===== src/rtl/lfcd_pkg.sv =====
package lfcd_pkg;

    localparam int SLOTS_DEF  = 8;
    localparam int FRAME_W    = 47;
    localparam int INDEX_W    = 48;
    localparam int STAMP_W    = 64;
    localparam int SLOT_IDX_W = 8;
    localparam int OUT_SLOT_W = 3;

    localparam logic CMD_REQUEST = 1'b0;
    localparam logic CMD_ABORT   = 1'b1;

    typedef enum logic [1:0] {
        ST_IDLE,
        ST_SCAN,
        ST_UPDATE
    } state_t;

    // search token passed from cell to cell
    typedef struct packed {
        logic                  pvalid;
        logic                  found;
        logic [SLOT_IDX_W-1:0] hit_slot;
        logic                  have_empty;
        logic [SLOT_IDX_W-1:0] empty_slot;
        logic                  best_set;
        logic [SLOT_IDX_W-1:0] best_slot;
        logic [STAMP_W-1:0]    best_stamp;
    } probe_t;

    // write command broadcast to all cells
    typedef struct packed {
        logic                  stamp_en;
        logic                  fill;
        logic                  inval;
        logic [SLOT_IDX_W-1:0] slot;
        logic [FRAME_W-1:0]    tag;
        logic [STAMP_W-1:0]    stamp;
    } upd_t;

endpackage


===== src/rtl/lfcd_cell.sv =====
module lfcd_cell
    import lfcd_pkg::*;
#(
    parameter int IDX = 0
)
(
    input  logic               clk,
    input  logic               rst_n,
    input  logic [FRAME_W-1:0] key,
    input  probe_t             probe_in,
    output probe_t             probe_out,
    input  upd_t               upd,
    output logic               valid
);

    localparam logic [SLOT_IDX_W-1:0] MY_SLOT = SLOT_IDX_W'(IDX);

    logic               valid_reg;
    logic               valid_next;
    logic [FRAME_W-1:0] tag_reg;
    logic [FRAME_W-1:0] tag_next;
    logic [STAMP_W-1:0] stamp_reg;
    logic [STAMP_W-1:0] stamp_next;
    probe_t             probe_reg;
    probe_t             probe_next;
    logic               sel;

    assign sel = (upd.slot == MY_SLOT);

    always_comb
    begin
        probe_next = probe_in;
        if (!probe_in.found && valid_reg && (tag_reg == key))
        begin
            probe_next.found    = 1'b1;
            probe_next.hit_slot = MY_SLOT;
        end
        if (!probe_in.have_empty && !valid_reg)
        begin
            probe_next.have_empty = 1'b1;
            probe_next.empty_slot = MY_SLOT;
        end
        // strict compare keeps the lowest slot on equal stamps
        if (!probe_in.best_set || (stamp_reg < probe_in.best_stamp))
        begin
            probe_next.best_set   = 1'b1;
            probe_next.best_slot  = MY_SLOT;
            probe_next.best_stamp = stamp_reg;
        end
    end

    always_comb
    begin
        valid_next = valid_reg;
        tag_next   = tag_reg;
        stamp_next = stamp_reg;
        if (sel && upd.stamp_en)
        begin
            stamp_next = upd.stamp;
        end
        if (sel && upd.fill)
        begin
            valid_next = 1'b1;
            tag_next   = upd.tag;
        end
        if (sel && upd.inval)
        begin
            valid_next = 1'b0;
        end
    end

    always_ff @(posedge clk or negedge rst_n)
    begin
        if (!rst_n)
        begin
            valid_reg <= 1'b0;
            stamp_reg <= '0;
            probe_reg <= '0;
        end
        else
        begin
            valid_reg <= valid_next;
            stamp_reg <= stamp_next;
            probe_reg <= probe_next;
        end
    end

    always_ff @(posedge clk)
    begin
        tag_reg <= tag_next;
    end

    assign probe_out = probe_reg;
    assign valid     = valid_reg;

endmodule


===== src/rtl/lru_frame_cache_directory.sv =====
// tag directory of a fully associative frame cache, least-recently-used replacement
// input channel (in_valid/in_ready): cmd, frame_no, abort_slot
//   request: frame_no is clamped into 0..num_frames-1 and looked up
//   abort: abort_slot is marked empty, result echoes the slot
// output channel (out_valid/out_ready): hit, slot_number, served_index
// user writes num_frames via num_frames_wr only while idle; block does not enforce
// a request launches a search token after accept; the token walks the row of
//   slot cells one cell per cycle, then a register picks hit, first empty or
//   oldest slot, and the update step writes it back and loads the result;
//   the input is ready again only after the update step, so a new request is
//   not taken before the last one is through
// an abort goes straight to the update step; one item is in the block at a time
// the result sits in an output register, so the next item is taken while it
// waits; if the receiver stalls, the following item holds in its write-back
// step until the output register is free
// reset empties every slot, clears stamps and the use clock, num_frames = 1
module lru_frame_cache_directory
    import lfcd_pkg::*;
#(
    parameter int SLOTS = SLOTS_DEF
)
(
    input  logic                  clk,
    input  logic                  rst_n,
    input  logic                  num_frames_wr,
    input  logic [FRAME_W-1:0]    num_frames,
    input  logic                  in_valid,
    output logic                  in_ready,
    input  logic                  cmd,
    input  logic [INDEX_W-1:0]    frame_no,
    input  logic [OUT_SLOT_W-1:0] abort_slot,
    output logic                  out_valid,
    input  logic                  out_ready,
    output logic                  hit,
    output logic [OUT_SLOT_W-1:0] slot_number,
    output logic [FRAME_W-1:0]    served_index
);

    state_t state_reg;
    state_t state_next;

    logic [FRAME_W-1:0]    fc_max_reg;
    logic [FRAME_W-1:0]    served_reg;
    logic [FRAME_W-1:0]    served_next;
    logic                  cmd_reg;
    logic [OUT_SLOT_W-1:0] abort_reg;
    logic                  launch_reg;
    logic                  dec_hit_reg;
    logic [SLOT_IDX_W-1:0] dec_slot_reg;
    logic [STAMP_W-1:0]    use_clock_reg;

    logic                  out_valid_reg;
    logic                  hit_reg;
    logic [OUT_SLOT_W-1:0] slot_number_reg;
    logic [FRAME_W-1:0]    served_index_reg;

    logic                  accept;
    logic                  out_free;
    logic                  out_load;
    logic                  scan_done;
    upd_t                  upd;
    probe_t                probe_w [SLOTS+1];
    logic [SLOTS-1:0]      valid_vec;
    logic [SLOTS-1:0]      pvalid_vec;
    probe_t                last;

    assign accept    = in_valid && in_ready;
    assign out_free  = !out_valid_reg || out_ready;
    assign last      = probe_w[SLOTS];
    assign scan_done = last.pvalid;

    // clamp: negative to zero, too large to the last frame
    always_comb
    begin
        if (frame_no[INDEX_W-1])
        begin
            served_next = '0;
        end
        else if (frame_no[FRAME_W-1:0] > fc_max_reg)
        begin
            served_next = fc_max_reg;
        end
        else
        begin
            served_next = frame_no[FRAME_W-1:0];
        end
    end

    always_comb
    begin
        state_next = state_reg;
        case (state_reg)
            ST_IDLE:
            begin
                if (accept)
                begin
                    state_next = (cmd == CMD_ABORT) ? ST_UPDATE : ST_SCAN;
                end
            end
            ST_SCAN:
            begin
                if (scan_done)
                begin
                    state_next = ST_UPDATE;
                end
            end
            ST_UPDATE:
            begin
                if (out_free)
                begin
                    state_next = ST_IDLE;
                end
            end
            default:
            begin
                state_next = ST_IDLE;
            end
        endcase
    end

    always_comb
    begin
        in_ready = 1'b0;
        out_load = 1'b0;
        upd      = '0;
        case (state_reg)
            ST_IDLE:
            begin
                in_ready = 1'b1;
            end
            ST_SCAN:
            begin
            end
            ST_UPDATE:
            begin
                out_load = out_free;
                upd.tag  = served_reg;
                upd.stamp = use_clock_reg + STAMP_W'(1);
                if (cmd_reg == CMD_ABORT)
                begin
                    upd.inval = out_free;
                    upd.slot  = SLOT_IDX_W'(abort_reg);
                end
                else
                begin
                    upd.stamp_en = out_free;
                    upd.fill     = out_free && !dec_hit_reg;
                    upd.slot     = dec_slot_reg;
                end
            end
            default:
            begin
            end
        endcase
    end

    assign probe_w[0] = '{pvalid: launch_reg, default: '0};

    for (genvar i = 0; i < SLOTS; i++)
    begin : g_cell
        lfcd_cell #(
            .IDX(i)
        ) u_cell (
            .clk      (clk),
            .rst_n    (rst_n),
            .key      (served_reg),
            .probe_in (probe_w[i]),
            .probe_out(probe_w[i+1]),
            .upd      (upd),
            .valid    (valid_vec[i])
        );
        assign pvalid_vec[i] = probe_w[i+1].pvalid;
    end

    always_ff @(posedge clk or negedge rst_n)
    begin
        if (!rst_n)
        begin
            state_reg     <= ST_IDLE;
            fc_max_reg    <= '0;
            launch_reg    <= 1'b0;
            use_clock_reg <= '0;
            out_valid_reg <= 1'b0;
        end
        else
        begin
            state_reg  <= state_next;
            launch_reg <= accept && (cmd == CMD_REQUEST);
            if (num_frames_wr)
            begin
                // zero frames behaves as one
                fc_max_reg <= (num_frames == '0) ? '0 : num_frames - FRAME_W'(1);
            end
            if (upd.stamp_en)
            begin
                use_clock_reg <= upd.stamp;
            end
            if (out_load)
            begin
                out_valid_reg <= 1'b1;
            end
            else if (out_ready)
            begin
                out_valid_reg <= 1'b0;
            end
        end
    end

    always_ff @(posedge clk)
    begin
        if (accept)
        begin
            cmd_reg    <= cmd;
            served_reg <= served_next;
            abort_reg  <= abort_slot;
        end
        if (scan_done)
        begin
            dec_hit_reg <= last.found;
            if (last.found)
            begin
                dec_slot_reg <= last.hit_slot;
            end
            else if (last.have_empty)
            begin
                dec_slot_reg <= last.empty_slot;
            end
            else
            begin
                dec_slot_reg <= last.best_slot;
            end
        end
        if (out_load)
        begin
            if (cmd_reg == CMD_ABORT)
            begin
                hit_reg          <= 1'b0;
                slot_number_reg  <= abort_reg;
                served_index_reg <= '0;
            end
            else
            begin
                hit_reg          <= dec_hit_reg;
                slot_number_reg  <= dec_slot_reg[OUT_SLOT_W-1:0];
                served_index_reg <= served_reg;
            end
        end
    end

    assign out_valid    = out_valid_reg;
    assign hit          = hit_reg;
    assign slot_number  = slot_number_reg;
    assign served_index = served_index_reg;

`ifndef ASSERT_OFF
    a_one_probe: assert property (@(posedge clk) disable iff (!rst_n)
        $onehot0({pvalid_vec, launch_reg}))
        else $error("more than one search token in the cell row");

    a_probe_in_scan: assert property (@(posedge clk) disable iff (!rst_n)
        scan_done |-> (state_reg == ST_SCAN))
        else $error("search token finished outside the scan step");

    a_hit_valid: assert property (@(posedge clk) disable iff (!rst_n)
        (upd.stamp_en && dec_hit_reg) |-> |(valid_vec & (SLOTS'(1) << dec_slot_reg)))
        else $error("hit reported on an empty slot");

    a_clock_step: assert property (@(posedge clk) disable iff (!rst_n)
        upd.stamp_en |=> (use_clock_reg == $past(use_clock_reg) + STAMP_W'(1)))
        else $error("use clock did not advance by one");

    a_fill_marks_valid: assert property (@(posedge clk) disable iff (!rst_n)
        upd.fill |=> |(valid_vec & (SLOTS'(1) << $past(upd.slot))))
        else $error("filled slot not marked valid");
`endif

endmodule

===== config.mk =====
export PLATFORM = sky130hd
export DESIGN_NAME = lru_frame_cache_directory
export DESIGN_NICKNAME = d
export VERILOG_FILES = /design/src/rtl/lfcd_pkg.sv /design/src/rtl/lfcd_cell.sv /design/src/rtl/lru_frame_cache_directory.sv
export SDC_FILE = /design/constraint.sdc
export NUM_CORES = 2
export LEC_CHECK = 0
export BUFFER_PORTS_ARGS = -buffer_cell sky130_fd_sc_hd__buf_2
export CAP_MARGIN = 5
export CORE_ASPECT_RATIO = 0.9
export CORE_MARGIN = 2
export CORE_UTILIZATION = 52
export DETAILED_ROUTE_END_ITERATION = 8
export HOLD_SLACK_MARGIN = 0.08
export PLACE_DENSITY = 0.76
export SYNTH_ARGS = -nofsm -noshare
export SYNTH_HDL_FRONTEND = slang
export SYNTH_HIERARCHICAL = 1
export SYNTH_SLANG_ARGS = --single-unit

===== constraint.sdc =====
create_clock -name clk -period 4.6 [get_ports clk]
set_input_delay 0.69 -clock clk [delete_from_list [all_inputs] [get_ports clk]]
set_output_delay 0.69 -clock clk [all_outputs]
set_load 0.1 [all_outputs]

=== Word level (Yosys, flattened, before mapping) ===
Index checks and enable logic that the tools add are counted.

* Flip-flop bits (word level): 1785
* Latch bits: 0
* RAM bits: 0
* Bits in read-only memories: 0
* Input bits: 104
* Output and inout port bits: 53
* Memories: 0

* Add/sub/neg operators: 2
* Multipliers: 0
* Div/mod/pow operators: 0
* Magnitude comparators: 8
* Equal/unequal tests: 20
* Shift-type cells: 0
* Muxes and demuxes: 57
* Bitwise operators: 1
* Reductions and logical operators: 100

{| class="wikitable"
|+ Operator list
! operator !! number
|-
| $lt 64x64->1 || 7
|-
| $mux 73 || 6
|-
| $eq 47x47->1 || 8
|-
| $mux 9 || 16
|-
| $mux 122 || 1
|-
| $mux 47 || 2
|-
| $mux 72 || 1
|-
| $add 64x1->64 const B || 1
|-
| $logic_and 1x1->1 || 49
|-
| $gt 47x47->1 || 1
|-
| $logic_not 47->1 || 1
|-
| $sub 47x1->47 const B || 1
|-
| $eq 8x3->1 const B || 4
|-
| $logic_not 1->1 || 30
|-
| $mux 8 || 3
|-
| $mux 1 || 21
|-
| $reduce_bool 2->1 || 9
|-
| $eq 8x2->1 const B || 2
|-
| $mux 2 || 5
|-
| $eq 8x1->1 const B || 1
|-
| $logic_not 8->1 || 1
|-
| $logic_or 1x1->1 || 8
|-
| $pmux 2 s3 || 1
|-
| $ne 2x2->1 const B || 2
|-
| other kinds (7) || 7
|}

=== Logic depth before layout (Yosys ltp) ===
* Word-level depth: 9
* Mapped depth: 11
* Mapped depth without buffers: 9

=== Modules after synthesis ===
The synthesis kept the hierarchy.

{| class="wikitable"
|+ By module, submodules not included
! module !! instances !! cells each !! area an instance (um2) !! seq. area each (um2)
|-
| lfcd_cell (g_cell[1].u_cell ...) || 3 || 685 || 9464.1 || 5340.1
|-
| lfcd_cell (g_cell[5].u_cell ...) || 2 || 684 || 9465.3 || 5340.1
|-
| lru_frame_cache_directory || 1 || 1316 || 13191.4 || 6211.0
|-
| lfcd_cell (g_cell[7].u_cell) || 1 || 684 || 9461.6 || 5340.1
|-
| lfcd_cell (g_cell[3].u_cell) || 1 || 684 || 9460.3 || 5340.1
|-
| lfcd_cell (g_cell[0].u_cell) || 1 || 686 || 9228.9 || 5340.1
|}

=== Worst setup path after synthesis ===
No wires, ideal clock.

* Kind: flip-flop to flip-flop
* From: register out_valid_reg (netlist: out_valid)
* To: register hit_reg (netlist: hit), enable pin
* Library setup time: 460 ps
* Data arrival time: 3175 ps
* Data required time: 4140 ps
* Setup slack: 966 ps
* Stages on the path, launching flop included: 3
* Buffers on the path: 0
* Period minus slack after synthesis: 3634 ps
* Path through: dfrtp_1 nor2b_1 nor2_1

* Longest elaborated chain between the ends: 3

{| class="wikitable"
|+ RTL lines
! what !! line !! source
|-
| start, declared || lru_frame_cache_directory.sv:52 || <nowiki>logic out_valid_reg;</nowiki>
|-
| start signal, assigned || lru_frame_cache_directory.sv:183 || <nowiki>out_valid_reg <= 1'b0;</nowiki>
|-
| start signal, assigned || lru_frame_cache_directory.sv:200 || <nowiki>out_valid_reg <= 1'b1;</nowiki>
|-
| start signal, assigned || lru_frame_cache_directory.sv:204 || <nowiki>out_valid_reg <= 1'b0;</nowiki>
|-
| $logic_not 1->1 || lru_frame_cache_directory.sv:68 || <nowiki>assign out_free = !out_valid_reg || out_ready;</nowiki>
|-
| $logic_or 1x1->1 || lru_frame_cache_directory.sv:68 ||
|-
| $mux 1 || lru_frame_cache_directory.sv:126 || <nowiki>case (state_reg)</nowiki>
|-
| net out_load || lru_frame_cache_directory.sv:59 || <nowiki>logic out_load;</nowiki>
|-
| end signal, assigned || lru_frame_cache_directory.sv:243 || <nowiki>hit_reg <= dec_hit_reg;</nowiki>
|-
| end, declared || lru_frame_cache_directory.sv:53 || <nowiki>logic hit_reg;</nowiki>
|}

The timed path passes the listed nets, and every way through them passes these cells.
A chain may end at the register's enable or synchronous reset.

==> summary.md <==
| Metric | Value |
|---|---|
| Outcome | `complete, but fails checks` |
| Failing checks | `slew limit` |
| Worst path required time | `5290 ps` |
| CTS resizes | `0` |
| Total CTS buffers | `182` |
| Setup crit start kind | `register` |
| Setup ws final | `453 ps` |
| PD cells | `335 nW/um^2` |
| Horiz. Die Dim | `433 um` |
| Met3 WL post-DR | `15700 um` |
| Multi-input logic area | `35800 sq um` |
| Critical path cell sequence | `ha_1 > nand4_1 > nor4_1 > and3_1 > nand3_1 > a21oi_1 > o31ai_4 > buf_4 > mux2_4` |
| Final setup violation count | `0` |
| Drt pass-1 iters | `6` |
| Ports | `157` |
| Die Ht | `390 um` |
| CTS tree | `done` |
| Routed WL per cell | `20.7 um` |
| DIE AREA | `169000 sq um` |
| Vias/cell | `5.50` |
| Cells after Synth | `6657` |
| Max reg flops | `671` |
| Share of layout cells above drive strength 1 | `20.9%` |
| Drt initial violations | `4006` |
| Endpoint class of the critical path | `register` |
| Area of the core | `164000 sq um` |
| Mapped cell area | `86000 sq um` |
| Mean area per synthesized cell | `12.9 sq um` |
| R2r startpoint | `g_cell[3].u_cell/stamp_reg[63]` |
| Total GRT Usage | `23.5%` |
| Clock transition at path regs | `60 ps` |
| Setup Buffers After CTS | `0` |
| Largest net degree at the start of global routing | `116` |
| Clk_lat worst skew | `820 ps` |
| First-pass GRT wire length | `306000 um` |
| Final HPWL DP | `140000 um` |
| Arrival @ worst endpoint | `4840 ps` |
| Final min period | `4150 ps` |
| Register Area | `47300 sq um` |
| Clock sink count | `1793` |
| Slew Limit Headroom | `-167%` |
| End of the worst register-to-register path | `g_cell[3].u_cell/probe_out[43]` |
| Crit path from | `g_cell[3].u_cell/stamp_reg[63]` |
| Clock root cell | `clkbuf_16` |
| # placed instances | `9132` |
| Port bufs | `156` |
| Setup CP Type | `reg -> reg` |
| Hold WC Path Type | `in -> reg` |
| Max FO, Critical Path | `17` |
| Initial antenna violation count | `23` |
| Vias in the first global route | `53600` |
| YS warnings | `6` |
| Bufs on Longest Clock Path | `3` |
| Final wirelength | `197000 um` |
| # Max-Cap Violations | `0` |
| Layout Cells excl Fill | `9478` |
| Placer Congestion | `0.965` |
| Slew Viols, Final | `73` |
| # DRC | `0` |
| RSZ-0062 raised after global routing | `false` |
| Metal2 WL | `90300 um` |
| Initial Util | `52.4%` |
| Static leakage | `44.7 nW` |
| TNS Setup | `0 ps` |
| Uppermost layer routed | `met5` |
| Row count | `141` |
| Crit path max-delay cell type | `nor4_1` |
| Reg2Reg Setup Slack | `450 ps` |
| Final ANT Viol Nets | `0` |
| VDD IR max | `280 uV` |
| Fin Hold WS | `188 ps` |
| # H-tree levels | `4` |
| Crit share post-route | `90.1%` |
| Nets | `7763` |
| Final Hold Fails | `0` |
| Achievable clock frequency | `241 MHz` |
| Reg2reg path depth | `9` |
| Via count | `52200` |
| M1 WL | `84000 um` |
| Final Skew | `54.0 ps` |
| Area Overhead vs Synth | `12.2%` |
| Global route overflow | `0` |
| Fillers | `12400` |
| Worst Max-Slew Pin Slew | `4010 ps` |
| Pre-CTS WS | `286 ps` |
| CP max stage delay | `1190 ps` |
| CP endpoint | `g_cell[3].u_cell/probe_out[43]` |
| Post-layout util | `58.7%` |
## critical path: cells and delay by family (launching register included)
family | cells | cell delay (ps)
AOI/OAI and AO/OA | 2 | 470
and+or+nand+nor | 4 | 2110
DFF | 1 | 400
adders and majority gates | 1 | 390
buffers and inverters | 1 | 290
muxes | 1 | 340
## report_power, final
| group | leakage, nW | total, W | switching, W | internal (W) |
|---|---|---|---|---|
| clock network | 2.99 | 0.0148 | 0.00624 | 0.00855 |
| logic | 18.5 | 0.00106 | 0.000678 | 0.000383 |
| registers | 23.2 | 0.0165 | 0.0000457 | 0.0164 |
## per-layer routing
layer  up-vias  track usage (%)
met5         -                0
met4         8             8.33
met1     26200             32.2
met3       332             5.38
li1      24100                -
met2      1526             36.8
## placed cells by master, fill, tap and decap left out, types with 16 or more instances in the layout
cell type	count
mux2_1	74
clkinv_2	25
dfrtp_1	1306
a211oi_1	18
mux2i_1	56
a31oi_1	18
xnor2_1	408
nand3_1	93
or2_2	34
nand4_1	199
nor2_1	225
nand2_1	236
nor3_1	61
ha_1	554
nand2b_1	137
o21ai_0	113
nor4_1	56
a21oi_1	220
buf_4	87
edfxtp_1	487
a21o_1	31
o2111ai_1	16
buf_12	23
inv_1	673
mux2_2	531
and3_1	22
a2111oi_0	34
clkbuf_16	183
mux2_4	360
conb_1	164
clkbuf_1	39
nor2b_1	103
xor2_1	66
and4_1	17
clkbuf_8	41
and2_1	112
buf_2	156
o22ai_1	59
## what timing repair did
item                                    CTS  global route
endpoints found under the hold margin    91             0
hold buffers                              4             0
endpoints found under the setup margin    0             0
## worst min path at each step
stage	start	endpoint	cells past startpoint
after global placement	g_cell[1].u_cell/probe_out[91]	g_cell[2].u_cell/probe_out[91]	0
after CTS	in_valid	launch_reg	3
after detailed placement	g_cell[5].u_cell/probe_out[91]	g_cell[6].u_cell/probe_out[91]	0
after global routing	abort_slot[0]	abort_reg[0]	1
final	num_frames[44]	fc_max_reg[44]	3
after floorplan	launch_reg	g_cell[0].u_cell/probe_out[91]	0
## through the flow
| step | instance area (sq um) | total power (W) |
|---|---|---|
| 6_report | 96500 | 0.0323 |
| 5_1_grt | 96500 | 0.0334 |
| 4_1_cts | 96400 | 0.0326 |
| 3_5_place_dp | 90300 | 0.0178 |
| 3_3_place_gp | 90300 | 0.0178 |
| 2_1_floorplan | 86600 | 0.0173 |
## layout make-up
| type | count | area share (%) |
|---|---|---|
| sequential | 1793 | 49.0 |
| timing repair buffer | 270 | 2.00 |
| clock inverter | 67 | 0.834 |
| multi-input combinational | 4183 | 37.1 |
| clock buffer | 263 | 5.48 |
| inverter | 675 | 2.63 |
| antenna | 11 | 0.0285 |
| tap | 2216 | 2.87 |
Note: power is estimated with default switching activity, not from simulation.
